<file path="src/rtl/assert_macros.svh">
// ---------------------------------------------------------------------------
// Assertion macros
// Shared concurrent assertion forms, clocked on clock and held off in reset.
// ---------------------------------------------------------------------------
`ifndef ASSERT_MACROS_SVH
`define ASSERT_MACROS_SVH

// Property must hold at every clock edge out of reset
`define TCPO_ASSERT(label, prop, msg) \
   label: assert property (@(posedge clock) disable iff (reset) prop) else $error(msg);

// Expression must never be true out of reset
`define TCPO_ASSERT_NEVER(label, expr, msg) \
   label: assert property (@(posedge clock) disable iff (reset) !(expr)) else $error(msg);

`endif

</file>
<file path="src/rtl/tcpo_pkg.sv">
// ---------------------------------------------------------------------------
// TCP option parser package
// Types and constants shared by the option parser core and its channels.
// ---------------------------------------------------------------------------
package tcpo_pkg;

   localparam int AREA_W  = 6;
   localparam int KIND_W  = 4;
   localparam int VALUE_W = 32;
   localparam int ACC_W   = 64;

   // Option kind bytes on the wire
   localparam logic [7:0] OPT_EOL    = 8'd0;
   localparam logic [7:0] OPT_NOP    = 8'd1;
   localparam logic [7:0] OPT_MSS    = 8'd2;
   localparam logic [7:0] OPT_WSCALE = 8'd3;
   localparam logic [7:0] OPT_SACKOK = 8'd4;
   localparam logic [7:0] OPT_SACK   = 8'd5;
   localparam logic [7:0] OPT_TSTAMP = 8'd8;

   // Total option lengths, kind and length bytes included
   localparam logic [AREA_W-1:0] LEN_MSS    = 6'd4;
   localparam logic [AREA_W-1:0] LEN_WSCALE = 6'd3;
   localparam logic [AREA_W-1:0] LEN_SACKOK = 6'd2;
   localparam logic [AREA_W-1:0] LEN_TSTAMP = 6'd10;
   localparam logic [AREA_W-1:0] LEN_HDR    = 6'd2;

   typedef enum logic [2:0] {
      PH_KIND,
      PH_SKIP_LEN,
      PH_VALUE,
      PH_SACK_LEN,
      PH_SACK_BLOCK,
      PH_SACK_SKIP
   } phase_type;

   typedef enum logic [KIND_W-1:0] {
      K_EOL        = 4'd0,
      K_NOP        = 4'd1,
      K_MSS        = 4'd2,
      K_WSCALE     = 4'd3,
      K_SACKOK     = 4'd4,
      K_SACK_HDR   = 4'd5,
      K_SACK_BLOCK = 4'd6,
      K_TSTAMP     = 4'd7,
      K_SACK_BAD   = 4'd8,
      K_TRUNCATED  = 4'd9,
      K_UNKNOWN    = 4'd10,
      K_DONE       = 4'd11
   } kind_type;

   typedef struct packed {
      kind_type           kind_code;
      logic [VALUE_W-1:0] value_a;
      logic [VALUE_W-1:0] value_b;
      logic               last_result;
   } result_type;

   typedef struct packed {
      logic [7:0]        data_byte;
      logic              first_byte;
      logic [AREA_W-1:0] area_length;
   } item_type;

endpackage

</file>
<file path="src/rtl/tcpo_req_if.sv">
// ---------------------------------------------------------------------------
// Option byte channel
// Valid/ready channel carrying one byte of a TCP option area.
// ---------------------------------------------------------------------------
interface tcpo_req_if;
   import tcpo_pkg::*;

   logic              valid;
   logic              ready;
   logic [7:0]        data_byte;
   logic              first_byte;
   logic [AREA_W-1:0] area_length;

   modport source (output valid, output data_byte, output first_byte,
                   output area_length, input ready);
   modport sink   (input valid, input data_byte, input first_byte,
                   input area_length, output ready);
endinterface

</file>
<file path="src/rtl/tcpo_rsp_if.sv">
// ---------------------------------------------------------------------------
// Option result channel
// Valid/ready channel carrying one decoded option result.
// ---------------------------------------------------------------------------
interface tcpo_rsp_if;
   import tcpo_pkg::*;

   logic               valid;
   logic               ready;
   logic [KIND_W-1:0]  kind_code;
   logic [VALUE_W-1:0] value_a;
   logic [VALUE_W-1:0] value_b;
   logic               last_result;

   modport source (output valid, output kind_code, output value_a, output value_b,
                   output last_result, input ready);
   modport sink   (input valid, input kind_code, input value_a, input value_b,
                   input last_result, output ready);
endinterface

</file>
<file path="src/rtl/tcp_option_parser_core.sv">
// ---------------------------------------------------------------------------
// TCP option parser core
// Streaming decoder for the option area of a TCP header, one byte a cycle while the result queue has room.
// ---------------------------------------------------------------------------
// The core takes one option byte per cycle on req_chan and delivers decoded
// results on rsp_chan. A byte is registered, decoded by one pass of logic
// against the parser state and its results written into a four-entry result
// queue that rsp_chan reads. The input accepts a byte every cycle while the
// queue has room for two results; the final byte of an area can give an
// option or error result plus the done result, and the queue drains one
// result per cycle, so a stalled or slow rsp_chan is what throttles the
// input.
module tcp_option_parser_core #(
   parameter int MAX_AREA_BYTES = 40
) (
   input  logic       clock,
   input  logic       reset,
   tcpo_req_if.sink   req_chan,
   tcpo_rsp_if.source rsp_chan
);
   import tcpo_pkg::*;

   localparam int QDEPTH = 4;
   localparam int QPTR_W = $clog2(QDEPTH);
   localparam int QCNT_W = $clog2(QDEPTH + 1);

   // Input register
   logic     in_vld_ff, in_vld_in;
   item_type in_ff;

   // Parser state
   phase_type         phase_ff, phase_in;
   logic [AREA_W-1:0] area_left_ff, area_left_in;
   kind_type          kind_ff, kind_in;
   logic [AREA_W-1:0] opt_left_ff, opt_left_in;
   logic [ACC_W-1:0]  acc_ff, acc_in;
   logic [2:0]        sack_cnt_ff, sack_cnt_in;
   logic              err_ff, err_in;

   // Result queue
   result_type        q_ff [QDEPTH];
   logic [QPTR_W-1:0] wr_ptr_ff, wr_ptr_in;
   logic [QPTR_W-1:0] rd_ptr_ff, rd_ptr_in;
   logic [QCNT_W-1:0] count_ff, count_in;

   logic req_acc, proc_go, pop, live;

   // Working state after first-byte restart
   phase_type         eff_phase;
   kind_type          eff_kind;
   logic [AREA_W-1:0] eff_opt;
   logic [ACC_W-1:0]  eff_acc;
   logic [2:0]        eff_cnt;
   logic              eff_err;
   logic [AREA_W-1:0] alen_adj, rem;

   logic [ACC_W-1:0]  acc_shift;
   logic [AREA_W-1:0] opt_dec, area_dec, body;
   logic [2:0]        cnt_inc;
   logic              area_end, sack_len_bad, body_bad;
   logic [7:0]        byte_v;

   // Results of this byte
   logic       op_vld;
   result_type op_res, done_res, r0, r1;
   logic [1:0] push_n;

   assign byte_v  = in_ff.data_byte;
   assign proc_go = in_vld_ff && (count_ff <= QCNT_W'(QDEPTH - 2));
   assign req_chan.ready = !in_vld_ff || proc_go;
   assign req_acc = req_chan.valid && req_chan.ready;
   assign pop     = rsp_chan.valid && rsp_chan.ready;

   always_comb begin
      if (in_ff.area_length == '0) begin
         alen_adj = AREA_W'(1);
      end else if (in_ff.area_length > AREA_W'(MAX_AREA_BYTES)) begin
         alen_adj = AREA_W'(MAX_AREA_BYTES);
      end else begin
         alen_adj = in_ff.area_length;
      end
   end

   always_comb begin
      if (in_ff.first_byte) begin
         eff_phase = PH_KIND;
         eff_kind  = K_EOL;
         eff_opt   = '0;
         eff_acc   = '0;
         eff_cnt   = '0;
         eff_err   = 1'b0;
         rem       = alen_adj;
      end else begin
         eff_phase = phase_ff;
         eff_kind  = kind_ff;
         eff_opt   = opt_left_ff;
         eff_acc   = acc_ff;
         eff_cnt   = sack_cnt_ff;
         eff_err   = err_ff;
         rem       = area_left_ff;
      end
   end

   assign live         = in_ff.first_byte || (area_left_ff != '0);
   assign acc_shift    = {eff_acc[ACC_W-9:0], byte_v};
   assign opt_dec      = eff_opt - AREA_W'(1);
   assign cnt_inc      = eff_cnt + 3'd1;
   assign area_dec     = rem - AREA_W'(1);
   assign area_end     = (area_dec == '0);
   assign sack_len_bad = (byte_v < 8'(LEN_HDR)) ||
                         ({1'b0, byte_v} > ({3'b0, rem} + 9'd1));
   assign body         = AREA_W'(byte_v - 8'(LEN_HDR));
   assign body_bad     = (body == '0) || (body[2:0] != 3'd0);

   // Next state
   always_comb begin
      phase_in     = eff_phase;
      kind_in      = eff_kind;
      opt_left_in  = eff_opt;
      acc_in       = eff_acc;
      sack_cnt_in  = eff_cnt;
      err_in       = eff_err;
      area_left_in = area_dec;
      if (!eff_err) begin
         case (eff_phase)
            PH_KIND: begin
               case (byte_v)
                  OPT_EOL, OPT_NOP: begin
                  end
                  OPT_MSS, OPT_WSCALE, OPT_SACKOK, OPT_TSTAMP: begin
                     if (((byte_v == OPT_MSS) && (rem < LEN_MSS)) ||
                         ((byte_v == OPT_WSCALE) && (rem < LEN_WSCALE)) ||
                         ((byte_v == OPT_SACKOK) && (rem < LEN_SACKOK)) ||
                         ((byte_v == OPT_TSTAMP) && (rem < LEN_TSTAMP))) begin
                        err_in = 1'b1;
                     end else begin
                        phase_in = PH_SKIP_LEN;
                        acc_in   = '0;
                        case (byte_v)
                           OPT_MSS: begin
                              kind_in     = K_MSS;
                              opt_left_in = LEN_MSS - LEN_HDR;
                           end
                           OPT_WSCALE: begin
                              kind_in     = K_WSCALE;
                              opt_left_in = LEN_WSCALE - LEN_HDR;
                           end
                           OPT_SACKOK: begin
                              kind_in     = K_SACKOK;
                              opt_left_in = LEN_SACKOK - LEN_HDR;
                           end
                           default: begin
                              kind_in     = K_TSTAMP;
                              opt_left_in = LEN_TSTAMP - LEN_HDR;
                           end
                        endcase
                     end
                  end
                  OPT_SACK: begin
                     if (rem < LEN_HDR) begin
                        err_in = 1'b1;
                     end else begin
                        phase_in = PH_SACK_LEN;
                     end
                  end
                  default: begin
                     err_in = 1'b1;
                  end
               endcase
            end
            PH_SKIP_LEN: begin
               if (eff_opt == '0) begin
                  phase_in = PH_KIND;
               end else begin
                  phase_in = PH_VALUE;
               end
            end
            PH_VALUE: begin
               acc_in      = acc_shift;
               opt_left_in = opt_dec;
               if (opt_dec == '0) begin
                  phase_in = PH_KIND;
               end
            end
            PH_SACK_LEN: begin
               if (sack_len_bad) begin
                  err_in = 1'b1;
               end else if (body_bad) begin
                  opt_left_in = body;
                  phase_in    = (body == '0) ? PH_KIND : PH_SACK_SKIP;
               end else begin
                  opt_left_in = body;
                  sack_cnt_in = '0;
                  acc_in      = '0;
                  phase_in    = PH_SACK_BLOCK;
               end
            end
            PH_SACK_BLOCK: begin
               acc_in      = (cnt_inc == 3'd0) ? '0 : acc_shift;
               sack_cnt_in = cnt_inc;
               opt_left_in = opt_dec;
               if (opt_dec == '0) begin
                  phase_in = PH_KIND;
               end
            end
            PH_SACK_SKIP: begin
               opt_left_in = opt_dec;
               if (opt_dec == '0) begin
                  phase_in = PH_KIND;
               end
            end
            default: begin
               phase_in = PH_KIND;
            end
         endcase
         // Errors park the parser on the kind phase
         if (err_in) begin
            phase_in = PH_KIND;
         end
      end
      if (area_end) begin
         phase_in = PH_KIND;
         err_in   = 1'b0;
      end
   end

   // Results
   always_comb begin
      op_vld = 1'b0;
      op_res = '{kind_code: K_EOL, value_a: '0, value_b: '0, last_result: 1'b0};
      if (!eff_err) begin
         case (eff_phase)
            PH_KIND: begin
               op_vld = 1'b1;
               case (byte_v)
                  OPT_EOL: op_res.kind_code = K_EOL;
                  OPT_NOP: op_res.kind_code = K_NOP;
                  OPT_MSS: begin
                     op_vld = (rem < LEN_MSS);
                     op_res.kind_code = K_TRUNCATED;
                  end
                  OPT_WSCALE: begin
                     op_vld = (rem < LEN_WSCALE);
                     op_res.kind_code = K_TRUNCATED;
                  end
                  OPT_SACKOK: begin
                     op_vld = (rem < LEN_SACKOK);
                     op_res.kind_code = K_TRUNCATED;
                  end
                  OPT_TSTAMP: begin
                     op_vld = (rem < LEN_TSTAMP);
                     op_res.kind_code = K_TRUNCATED;
                  end
                  OPT_SACK: begin
                     op_vld = (rem < LEN_HDR);
                     op_res.kind_code = K_TRUNCATED;
                  end
                  default: op_res.kind_code = K_UNKNOWN;
               endcase
            end
            PH_SKIP_LEN: begin
               op_vld = (eff_opt == '0);
               op_res.kind_code = eff_kind;
            end
            PH_VALUE: begin
               op_vld = (opt_dec == '0);
               case (eff_kind)
                  K_MSS: begin
                     op_res.kind_code = K_MSS;
                     op_res.value_a   = {16'd0, acc_shift[15:0]};
                  end
                  K_WSCALE: begin
                     op_res.kind_code = K_WSCALE;
                     op_res.value_a   = {24'd0, acc_shift[7:0]};
                  end
                  default: begin
                     op_res.kind_code = K_TSTAMP;
                     op_res.value_a   = acc_shift[ACC_W-1:VALUE_W];
                     op_res.value_b   = acc_shift[VALUE_W-1:0];
                  end
               endcase
            end
            PH_SACK_LEN: begin
               op_vld = 1'b1;
               if (sack_len_bad) begin
                  op_res.kind_code = K_TRUNCATED;
               end else if (body_bad) begin
                  op_res.kind_code = K_SACK_BAD;
               end else begin
                  op_res.kind_code = K_SACK_HDR;
                  op_res.value_a   = VALUE_W'(body[AREA_W-1:3]);
               end
            end
            PH_SACK_BLOCK: begin
               op_vld = (cnt_inc == 3'd0);
               op_res.kind_code = K_SACK_BLOCK;
               op_res.value_a   = acc_shift[ACC_W-1:VALUE_W];
               op_res.value_b   = acc_shift[VALUE_W-1:0];
            end
            PH_SACK_SKIP: begin
               op_vld = 1'b0;
            end
            default: begin
               op_vld = 1'b0;
            end
         endcase
      end
   end

   assign done_res = '{kind_code: K_DONE, value_a: '0, value_b: '0, last_result: 1'b1};

   always_comb begin
      r1 = done_res;
      if (!(proc_go && live)) begin
         push_n = 2'd0;
         r0     = done_res;
      end else if (op_vld) begin
         push_n = area_end ? 2'd2 : 2'd1;
         r0     = op_res;
      end else begin
         push_n = area_end ? 2'd1 : 2'd0;
         r0     = done_res;
      end
   end

   always_comb begin
      in_vld_in = in_vld_ff;
      if (req_acc) begin
         in_vld_in = 1'b1;
      end else if (proc_go) begin
         in_vld_in = 1'b0;
      end
   end

   assign wr_ptr_in = wr_ptr_ff + QPTR_W'(push_n);
   assign rd_ptr_in = rd_ptr_ff + QPTR_W'(pop);
   assign count_in  = count_ff + QCNT_W'(push_n) - QCNT_W'(pop);

   always_ff @(posedge clock) begin
      if (reset) begin
         in_vld_ff    <= 1'b0;
         phase_ff     <= PH_KIND;
         area_left_ff <= '0;
         kind_ff      <= K_EOL;
         opt_left_ff  <= '0;
         acc_ff       <= '0;
         sack_cnt_ff  <= '0;
         err_ff       <= 1'b0;
         wr_ptr_ff    <= '0;
         rd_ptr_ff    <= '0;
         count_ff     <= '0;
      end else begin
         in_vld_ff <= in_vld_in;
         // Advance parser state only on a byte inside an area
         if (proc_go && live) begin
            phase_ff     <= phase_in;
            area_left_ff <= area_left_in;
            kind_ff      <= kind_in;
            opt_left_ff  <= opt_left_in;
            acc_ff       <= acc_in;
            sack_cnt_ff  <= sack_cnt_in;
            err_ff       <= err_in;
         end
         wr_ptr_ff <= wr_ptr_in;
         rd_ptr_ff <= rd_ptr_in;
         count_ff  <= count_in;
      end
   end

   always_ff @(posedge clock) begin
      if (req_acc) begin
         in_ff.data_byte   <= req_chan.data_byte;
         in_ff.first_byte  <= req_chan.first_byte;
         in_ff.area_length <= req_chan.area_length;
      end
      if (push_n != 2'd0) begin
         q_ff[wr_ptr_ff] <= r0;
      end
      if (push_n == 2'd2) begin
         q_ff[wr_ptr_ff + QPTR_W'(1)] <= r1;
      end
   end

   assign rsp_chan.valid       = (count_ff != '0);
   assign rsp_chan.kind_code   = q_ff[rd_ptr_ff].kind_code;
   assign rsp_chan.value_a     = q_ff[rd_ptr_ff].value_a;
   assign rsp_chan.value_b     = q_ff[rd_ptr_ff].value_b;
   assign rsp_chan.last_result = q_ff[rd_ptr_ff].last_result;

`include "assert_macros.svh"

   `TCPO_ASSERT(a_queue_bound, count_ff <= QCNT_W'(QDEPTH), "result queue overflow")
   `TCPO_ASSERT(a_err_parks, err_ff |-> (phase_ff == PH_KIND), "error not parked on kind phase")
   `TCPO_ASSERT(a_last_is_done, (rsp_chan.valid && rsp_chan.last_result) |-> (rsp_chan.kind_code == K_DONE), "last flag on a non-done result")
   `TCPO_ASSERT_NEVER(a_area_bound, area_left_ff > AREA_W'(MAX_AREA_BYTES), "area count above limit")

endmodule
</file>
<file path="src/flat_wrapper.sv">
// flat-port wrapper written by rule: the top's interface ports become plain ports
module tcp_option_parser_core_flat import tcpo_pkg::*;
#(
   parameter int MAX_AREA_BYTES = 40
)
  (clock, reset, req_chan_valid, req_chan_data_byte, req_chan_first_byte, req_chan_area_length, req_chan_ready, rsp_chan_valid, rsp_chan_kind_code, rsp_chan_value_a, rsp_chan_value_b, rsp_chan_last_result, rsp_chan_ready);
  tcpo_req_if req_chan_i ();
  tcpo_rsp_if rsp_chan_i ();
  input  logic clock;
  input  logic reset;
  input wire logic [$bits(req_chan_i.valid)-1:0] req_chan_valid;
  input wire logic [$bits(req_chan_i.data_byte)-1:0] req_chan_data_byte;
  input wire logic [$bits(req_chan_i.first_byte)-1:0] req_chan_first_byte;
  input wire logic [$bits(req_chan_i.area_length)-1:0] req_chan_area_length;
  output wire logic [$bits(req_chan_i.ready)-1:0] req_chan_ready;
  output wire logic [$bits(rsp_chan_i.valid)-1:0] rsp_chan_valid;
  output wire logic [$bits(rsp_chan_i.kind_code)-1:0] rsp_chan_kind_code;
  output wire logic [$bits(rsp_chan_i.value_a)-1:0] rsp_chan_value_a;
  output wire logic [$bits(rsp_chan_i.value_b)-1:0] rsp_chan_value_b;
  output wire logic [$bits(rsp_chan_i.last_result)-1:0] rsp_chan_last_result;
  input wire logic [$bits(rsp_chan_i.ready)-1:0] rsp_chan_ready;
  assign req_chan_i.valid = req_chan_valid;
  assign req_chan_i.data_byte = req_chan_data_byte;
  assign req_chan_i.first_byte = req_chan_first_byte;
  assign req_chan_i.area_length = req_chan_area_length;
  assign req_chan_ready = req_chan_i.ready;
  assign rsp_chan_valid = rsp_chan_i.valid;
  assign rsp_chan_kind_code = rsp_chan_i.kind_code;
  assign rsp_chan_value_a = rsp_chan_i.value_a;
  assign rsp_chan_value_b = rsp_chan_i.value_b;
  assign rsp_chan_last_result = rsp_chan_i.last_result;
  assign rsp_chan_i.ready = rsp_chan_ready;
  tcp_option_parser_core #(.MAX_AREA_BYTES(MAX_AREA_BYTES)) u_core (.clock(clock), .reset(reset), .req_chan(req_chan_i), .rsp_chan(rsp_chan_i));
endmodule
</file>
<file path="config.mk">
export PLATFORM = sky130hd
export DESIGN_NAME = tcp_option_parser_core_flat
export DESIGN_NICKNAME = d
export VERILOG_FILES = /design/src/rtl/tcpo_pkg.sv /design/src/rtl/tcpo_req_if.sv /design/src/rtl/tcpo_rsp_if.sv /design/src/rtl/tcp_option_parser_core.sv /design/src/flat_wrapper.sv
export VERILOG_INCLUDE_DIRS = /design/src /design/src/rtl
export SDC_FILE = /design/constraint.sdc
export NUM_CORES = 1
export LEC_CHECK = 0
export ABC_AREA = 1
export BUFFER_PORTS_ARGS = -buffer_cell sky130_fd_sc_hd__buf_2
export CORE_ASPECT_RATIO = 1.2
export CORE_UTILIZATION = 40
export CTS_CLUSTER_SIZE = 30
export DETAILED_ROUTE_END_ITERATION = 12
export GPL_ROUTABILITY_DRIVEN = 0
export PLACE_DENSITY_LB_ADDON = 0.2
export SLEW_MARGIN = 20
export SYNTH_ARGS = -nofsm -noshare
export SYNTH_HDL_FRONTEND = slang
export SYNTH_SLANG_ARGS = --single-unit
</file>
<file path="constraint.sdc">
create_clock -name clock -period 5.4 [get_ports clock]
set_input_delay 0.81 -clock clock [delete_from_list [all_inputs] [get_ports clock]]
set_output_delay 0.81 -clock clock [all_outputs]
set_load 0.01 [all_outputs]
</file>
==> results of run 1 <==
==> metal layers <==
layer	track usage (%)	wire length [um]	up-vias
li1	-	-	9438
met1	31.66	27480	9157
met2	41.60	31080	696
met3	3.480	4284	110
met4	7.804	1660	0
met5	0	0	-
==> kinds of logic (layout without fill, tap and decap cells) <==
logic type,after synthesis,in the layout
simple gates,1094,1094
buf+inv,620,616
fa+ha+maj,22,22
compound gates,825,825
xor+xnor,14,14
flops,378,378
==> where the power goes <==
group          switching, uW  internal [uW]
clock                   1200           1890
combinational           2910           1660
sequential               455           3810
==> registers in the layout, indices dropped and copies added, names as in the netlist <==
register	flops
u_core.wr_ptr_ff	2
u_core.opt_left_ff	6
u_core.q_ff	276
u_core.count_ff	3
u_core.in_vld_ff	1
u_core.sack_cnt_ff	3
u_core.err_ff	1
u_core.area_left_ff	6
u_core.phase_ff	3
u_core.byte_v	8
u_core.rd_ptr_ff	2
u_core.kind_ff	4
u_core.in_ff	7
u_core.acc_ff	56
==> per-stage QoR <==
stage               instance area [sq um]  cells  utilization (%)  power (uW)  hold WS (ps)
floorplan                           20290   2953                -        7475         428.0
global placement                    20850   3516            41.50        8709         437.0
detailed placement                  20850   3516            41.50        8845         441.6
CTS                                 22340   3592            44.49       11970         384.9
global route                        22360   3593            44.52       12800         385.7
finish                              22360   3593            44.52       11920         408.8
==> cell usage in the layout, fill, tap and decap left out, drive strengths merged, types with 6 or more instances in the layout <==
| master | synthesis | routed |
|---|---|---|
| nand3 | 46 | 46 |
| xor2 | 10 | 10 |
| clkbuf | 108 | 64 |
| clkinv | 1 | 7 |
| inv | 415 | 417 |
| nand2 | 837 | 837 |
| edfxtp | 15 | 15 |
| o22ai | 20 | 20 |
| a31oi | 47 | 47 |
| o21ai | 161 | 161 |
| a21oi | 586 | 586 |
| nor2 | 115 | 115 |
| nor3 | 18 | 18 |
| dfxtp | 363 | 363 |
| buf | 96 | 124 |
| o211ai | 6 | 6 |
| ha | 21 | 21 |
| nand4 | 75 | 75 |
==> final timing paths <==
path,from,end,slack (ps),depth (start not counted)
max,u_core.in_ff[6]$_DFFE_PP_,u_core.q_ff[3][14]$_SDFFE_PP0P_,960,20
min,req_chan_data_byte[0],u_core.byte_v[0]$_DFFE_PP_,410,1
max reg2reg,u_core.in_ff[6]$_DFFE_PP_,u_core.q_ff[3][14]$_SDFFE_PP0P_,960,20
min reg2reg,u_core.q_ff[2][68]$_SDFFE_PP1P_,u_core.q_ff[2][68]$_SDFFE_PP1P_,450,2
==> final cells by class <==
cell class              count  area (sq um)
repair buffers            124         803.3
clock buffers              64          1328
inverters                 416          1570
flip-flops and latches    378          7719
clock inverters            12         171.4
fillers                  5161         27860
multi-input cells        1955          9965
well taps                 644         805.8
==> qor.csv, run 1 <==
metric,value,unit
finalHoldViolations,0,
postSynthNetCount,2994,
clockBufferDepth,3,
postSynthCellCount,2953,
yosys.cell_count.top_type,nand2_1,
clock-sinks,378,
ir_worst_vdd,0.2616,mV
synth_top_area_share,35.81,%
ys_top_cells_by_count,"nand2_1 (812), a21oi_1 (551), inv_1 (393)",
groute.usage.overall,24.41,%
layout-area-overhead-vs-synth,10.21,%
cp-end-kind,flop,
finalWorstPathRequiredPeriod,4436,ps
setup-tns-final,0,ps
floorplan.rows,90,
timing.final.crit_share,82.15,%
initial_antenna_violation_count,0,
power.static_leakage,0.01197,uW
number_of_synthesis_warnings,0,
global_route.overflow_total,0,
drt-wirelength-per-cell,17.95,um
io_pins,90,
yosys.cell_types.count,48,
critical_path_class,reg -> reg,
drv_slew,0,
fp.dieArea,51630,sq um
yosysSeqAreaShare,38.03,%
grt_start_max_net_pins,150,
synth_edf_count,15,
cts.htree.levels,2,
timing.slew.headroom,24.78,%
synth_ff_type,dfxtp_1,
data_arrival_time_at_the_worst_slack_endpoint,4940,ps
synth_top_family_by_area,simple AND/OR/NAND/NOR gates,
postCtsResizedCells,0,
ys_async_sr_fraction,0,%
post_route_cells_drive_above_1_share,11.77,%
mappedNetlistArea,20290,sq um
clk_pin_slew_worst_paths,70,ps
cts_tree,yes,
cell_at_the_root_of_the_clock_tree,clkbuf_16,
vias_in_the_first_global_route,18140,
tightest_slew,1128,ps
totalWireLength,64500,um
clock-skew-final,25.54,ps
avgSynthCellArea,6.871,sq um
critPathRequiredTime,5910,ps
cts_post_setup_buffers_inserted,0,
pwr_density_cell,533.0,nW/um^2
slowest_stage,buf_4,
initialDrtViolationCount,1697,
status,"complete, no violations",
adder_and_majority_gate_portion_of_the_synthesized_area,1.394,%
final-setup-viol-count,0,
avgViaCountPerCell,5.400,
routed_via_count,19400,
place_hpwl,39310,um
grt_setup_unrepaired,false,
postLayoutSetupSlackWorst,964.0,ps
synthSimpleGateAreaFrac,25.23,%
yosys_register_bits,378,
timing.fmax,225.4,MHz
first_pass_iters,6,
cell_types_occupying_the_most_area_after_synthesis,"dfxtp_1 (36%), nand2_1 (15%), a21oi_1 (14%)",
antenna_violating_nets_post_route,0,
clk_latency,580,ps
cp_common_cell,nand2_1,
synth_top_area_cell,dfxtp_1,
timing.critical_path.buf_inv,5,
port_buffers,89,
synthXorXnorAreaFrac,0.6043,%
diodes,0,
crit_path_cell_trace,inv_4 -> nand2_1 -> ha_1 -> o21ai_1 -> nor3_1 -> nand2_1 -> o21ai_1 -> a21oi_1 -> nand3_4 -> nand2_1 -> inv_1 -> ha_1 -> inv_1 -> nor2_4 -> nand2_4 -> nor3_4 -> inv_2 -> buf_4 -> nand2_1 -> a21oi_1,
core_area,50220,sq um
num-nets-final,2958,
worst_path_largest_cell_delay,610,ps
worst_setup_path_start_kind,flop,
timing.critical_path.fanout_max,57,
floorplan.die.height,248.7,um
drcViolationCount,0,
fraction_of_the_mapped_netlist_area_in_compound_gates,21.69,%
maxCapViolations,0,
post-place-ws,1025,ps
initial_utilization,40.40,%
cts_inserted_buffers,42,
post_synth_mux_area_share,0,%
hold_path_class,in -> reg,
cpLargestDelayFamily,buffers and inverters,
grt_pass1_wl,101200,um
die_w,207.6,um
cts_hold_repair.buffers,0,
(Power assumes the default switching activity.)
==> run 2, diff against run 1 <==
--- a/config.mk
+++ b/config.mk
@@ -6,7 +6,7 @@
 export SDC_FILE = /design/constraint.sdc
 export NUM_CORES = 1
 export LEC_CHECK = 0
-export ABC_AREA = 1
+export ABC_AREA = 0
 export BUFFER_PORTS_ARGS = -buffer_cell sky130_fd_sc_hd__buf_2
 export CORE_ASPECT_RATIO = 1.2
 export CORE_UTILIZATION = 40
==> constraint.sdc (replaced) <==
create_clock -name clock -period 4 [get_ports clock]
set_input_delay 0.6 -clock clock [delete_from_list [all_inputs] [get_ports clock]]
set_output_delay 0.6 -clock clock [all_outputs]
set_load 0.01 [all_outputs]
==> run 2 against run 1 <==
- sequential share of layout area rose by 7.6 points
- worst hold slack got worse by 170 ps
- wire length fell by 33%
- count of clock-buffer cells in the layout fell by 3
- design area fell by 18%
- cell count fell by 38%
- critical endpoint is now u_core.acc_ff[51]$_SDFFE_PP0P_
- highest routed layer unchanged
==> qor.csv, run 2 <==
metric,value,unit
groute.usage.overall,21.80,%
totalWireLength,42910,um
grt_setup_unrepaired,true,
drcViolationCount,0,
cts_hold_repair.buffers,0,
cell_at_the_root_of_the_clock_tree,clkbuf_16,
initial_antenna_violation_count,0,
n_fill_cell,3597,
slowest_stage,or4_4,
synth_ff_type,dfxtp_1,
multi_input_comb_area,7267,sq um
initial_utilization,40.65,%
ff2ff_setup_slack,5,ps
clockBufferDepth,3,
antenna_violating_nets_post_route,0,
clk_pin_slew_worst_paths,60,ps
seqCellArea,7725,sq um
postLayoutSetupSlackWorst,4.993,ps
cts_tree,yes,
clock-skew-final,15.31,ps
io_pins,90,
yosys.cell_count.top_type,dfxtp_1,
mappedNetlistArea,15390,sq um
post-place-ws,-10.66,ps
data_arrival_time_at_the_worst_slack_endpoint,4410,ps
routed_via_count,12380,
ys_async_sr_fraction,0,%
yosys.cell_types.count,70,
cell_types_occupying_the_most_area_after_synthesis,"dfxtp_1 (47%), mux4_2 (10%), nand2_1 (8.1%)",
ys_top_cells_by_count,"dfxtp_1 (363), nand2_1 (333), o21ai_1 (196)",
worst_setup_path_start_kind,flop,
floorplan.die.height,216.9,um
registers.top_by_ff_count,u_core.q_ff,
yosysSeqAreaShare,50.14,%
vias_in_the_first_global_route,12200,
hold_path_class,in -> reg,
mostFrequentLayoutCells,"dfxtp_1 (361), nand2_1 (332), o21ai_1 (196)",
timing.slew.headroom,42.51,%
grt_pass1_wl,68070,um
clk_latency,530,ps
timing.fmax,250.3,MHz
critPathRequiredTime,4410,ps
worst_path_largest_cell_delay,530,ps
fp.dieArea,39270,sq um
synth_edf_count,15,
critical_path_class,reg -> reg,
cp_common_cell,or3_1,
tightest_slew,862.3,ps
clock-sinks,378,
layoutNonFillerInstCount,2231,
die_w,181.1,um
cp-end-kind,flop,
postSynthCellCount,1611,
ir_worst_vdd,0.3256,mV
port_buffers,89,
drt-wirelength-per-cell,19.23,um
global_route.overflow_total,0,
first_pass_iters,6,
diodes,0,
layout-area-overhead-vs-synth,19.27,%
drv_slew,0,
postSynthNetCount,1652,
avgSynthCellArea,9.554,sq um
num-nets-final,1764,
number_of_synthesis_warnings,0,
finalHoldViolations,0,
power.static_leakage,0.006623,uW
core_area,37870,sq um
initialDrtViolationCount,872,
floorplan.rows,78,
status,"complete, no violations",
finalWorstPathRequiredPeriod,3995,ps
crit_path_cell_trace,nor3_2 -> o21ai_2 -> a31oi_4 -> inv_2 -> or4_4 -> xnor2_1 -> ha_1 -> and3_1 -> a22oi_2 -> or3_1 -> o31a_1 -> or3_1 -> a22o_4 -> buf_12 -> a22o_1,
largest_reg_flops,276,
grt_start_max_net_pins,52,
final_common_cell,dfxtp_1,
synth_top_area_share,47.22,%
cts.htree.levels,2,
place_hpwl,28860,um
avgViaCountPerCell,5.550,
numPlacedInstances,2159,
timing.critical_path.fanout_max,28,
timing.final.crit_share,99.88,%
cts_inserted_buffers,39,
final-setup-viol-count,0,
synth_top_area_cell,dfxtp_1,
post_route_cells_drive_above_1_share,20.33,%
pwr_density_cell,499.0,nW/um^2
maxCapViolations,0,
yosys_register_bits,378,
[run 2: changes by cell type in the layout (fill, tap and decap cells not counted), moves of 66 or more]
cell	change
o21ai_0	-75
nand2_1	-480
a21oi_1	-520
inv_1	-367
mux4_2	+69
a22o_1	+66
o21ai_1	+191
[run 2: area by class of cell]
class / count / area share [%]
clock buffers: 61 / 6.714
flip-flops and latches: 378 / 42.08
inverters: 24 / 0.4908
multi-input cells: 1095 / 39.59
clock inverters: 8 / 0.3885
repair buffers: 185 / 7.464
well taps: 480 / 3.272
[run 2: kinds of logic (layout without fill, tap and decap cells)]
family,after synthesis,in the layout,synth area share [%]
xor+xnor,18,18,1.024
flops,378,378,50.14
buf+inv,138,278,3.626
compound gates,469,469,18.81
simple gates,514,514,14.27
mux,72,72,10.29
fa+ha+maj,22,22,1.837
[run 2: layer usage]
metal	track usage, %	wire [um]
met5	0	0
met4	5.932	901
met3	2.795	1806
met2	38.94	21980
met1	27.58	18220
[run 2: where the power goes]
group          switching, uW  internal [uW]  leakage, uW  total, uW
clock network           1470           2180     0.000644       3650
logic                    778            604      0.00290       1380
registers                209           3910      0.00308       4120
total                   2460           6700      0.00662       9160
[run 2: worst paths after layout]
path | start | end | cells after the start
max | u_core.in_ff[5]$_DFFE_PP_ | u_core.acc_ff[51]$_SDFFE_PP0P_ | 15
min | req_chan_data_byte[3] | u_core.byte_v[3]$_DFFE_PP_ | 1
max reg2reg | u_core.in_ff[5]$_DFFE_PP_ | u_core.acc_ff[51]$_SDFFE_PP0P_ | 15
min reg2reg | u_core.q_ff[1][8]$_SDFFE_PP0P_ | u_core.q_ff[1][8]$_SDFFE_PP0P_ | 2
[run 2: per-stage QoR]
stage	setup TNS [ps]	utilization, %	area (sq um)	hold slack, ps	total power (uW)
detailed placement	-43.73	44.69	16920	437.7	5549
floorplan	0	-	15400	419.6	5035
finish	0	48.48	18360	238.7	9159
CTS	0	48.22	18260	209.1	9210
global route	-7487	48.48	18360	216.8	9557
global placement	0	44.69	16920	427.9	5528
[run 2: worst max-delay path, delay by kind of cell (launching register included)]
kind / cells / cell delay, ps
simple gates: 5 / 1630
compound gates: 6 / 1100
fa+ha+maj: 1 / 320
xor+xnor: 1 / 160
buf+inv: 2 / 230
flops: 1 / 420
[run 2: timing repair]
| item | 4_1_cts | 5_1_grt |
|---|---|---|
| pin swaps | 0 | 6 |
| gates resized for setup | 5 | 20 |
| endpoints found under the setup margin | 54 | 325 |
| buffers inserted | 1 | 2 |
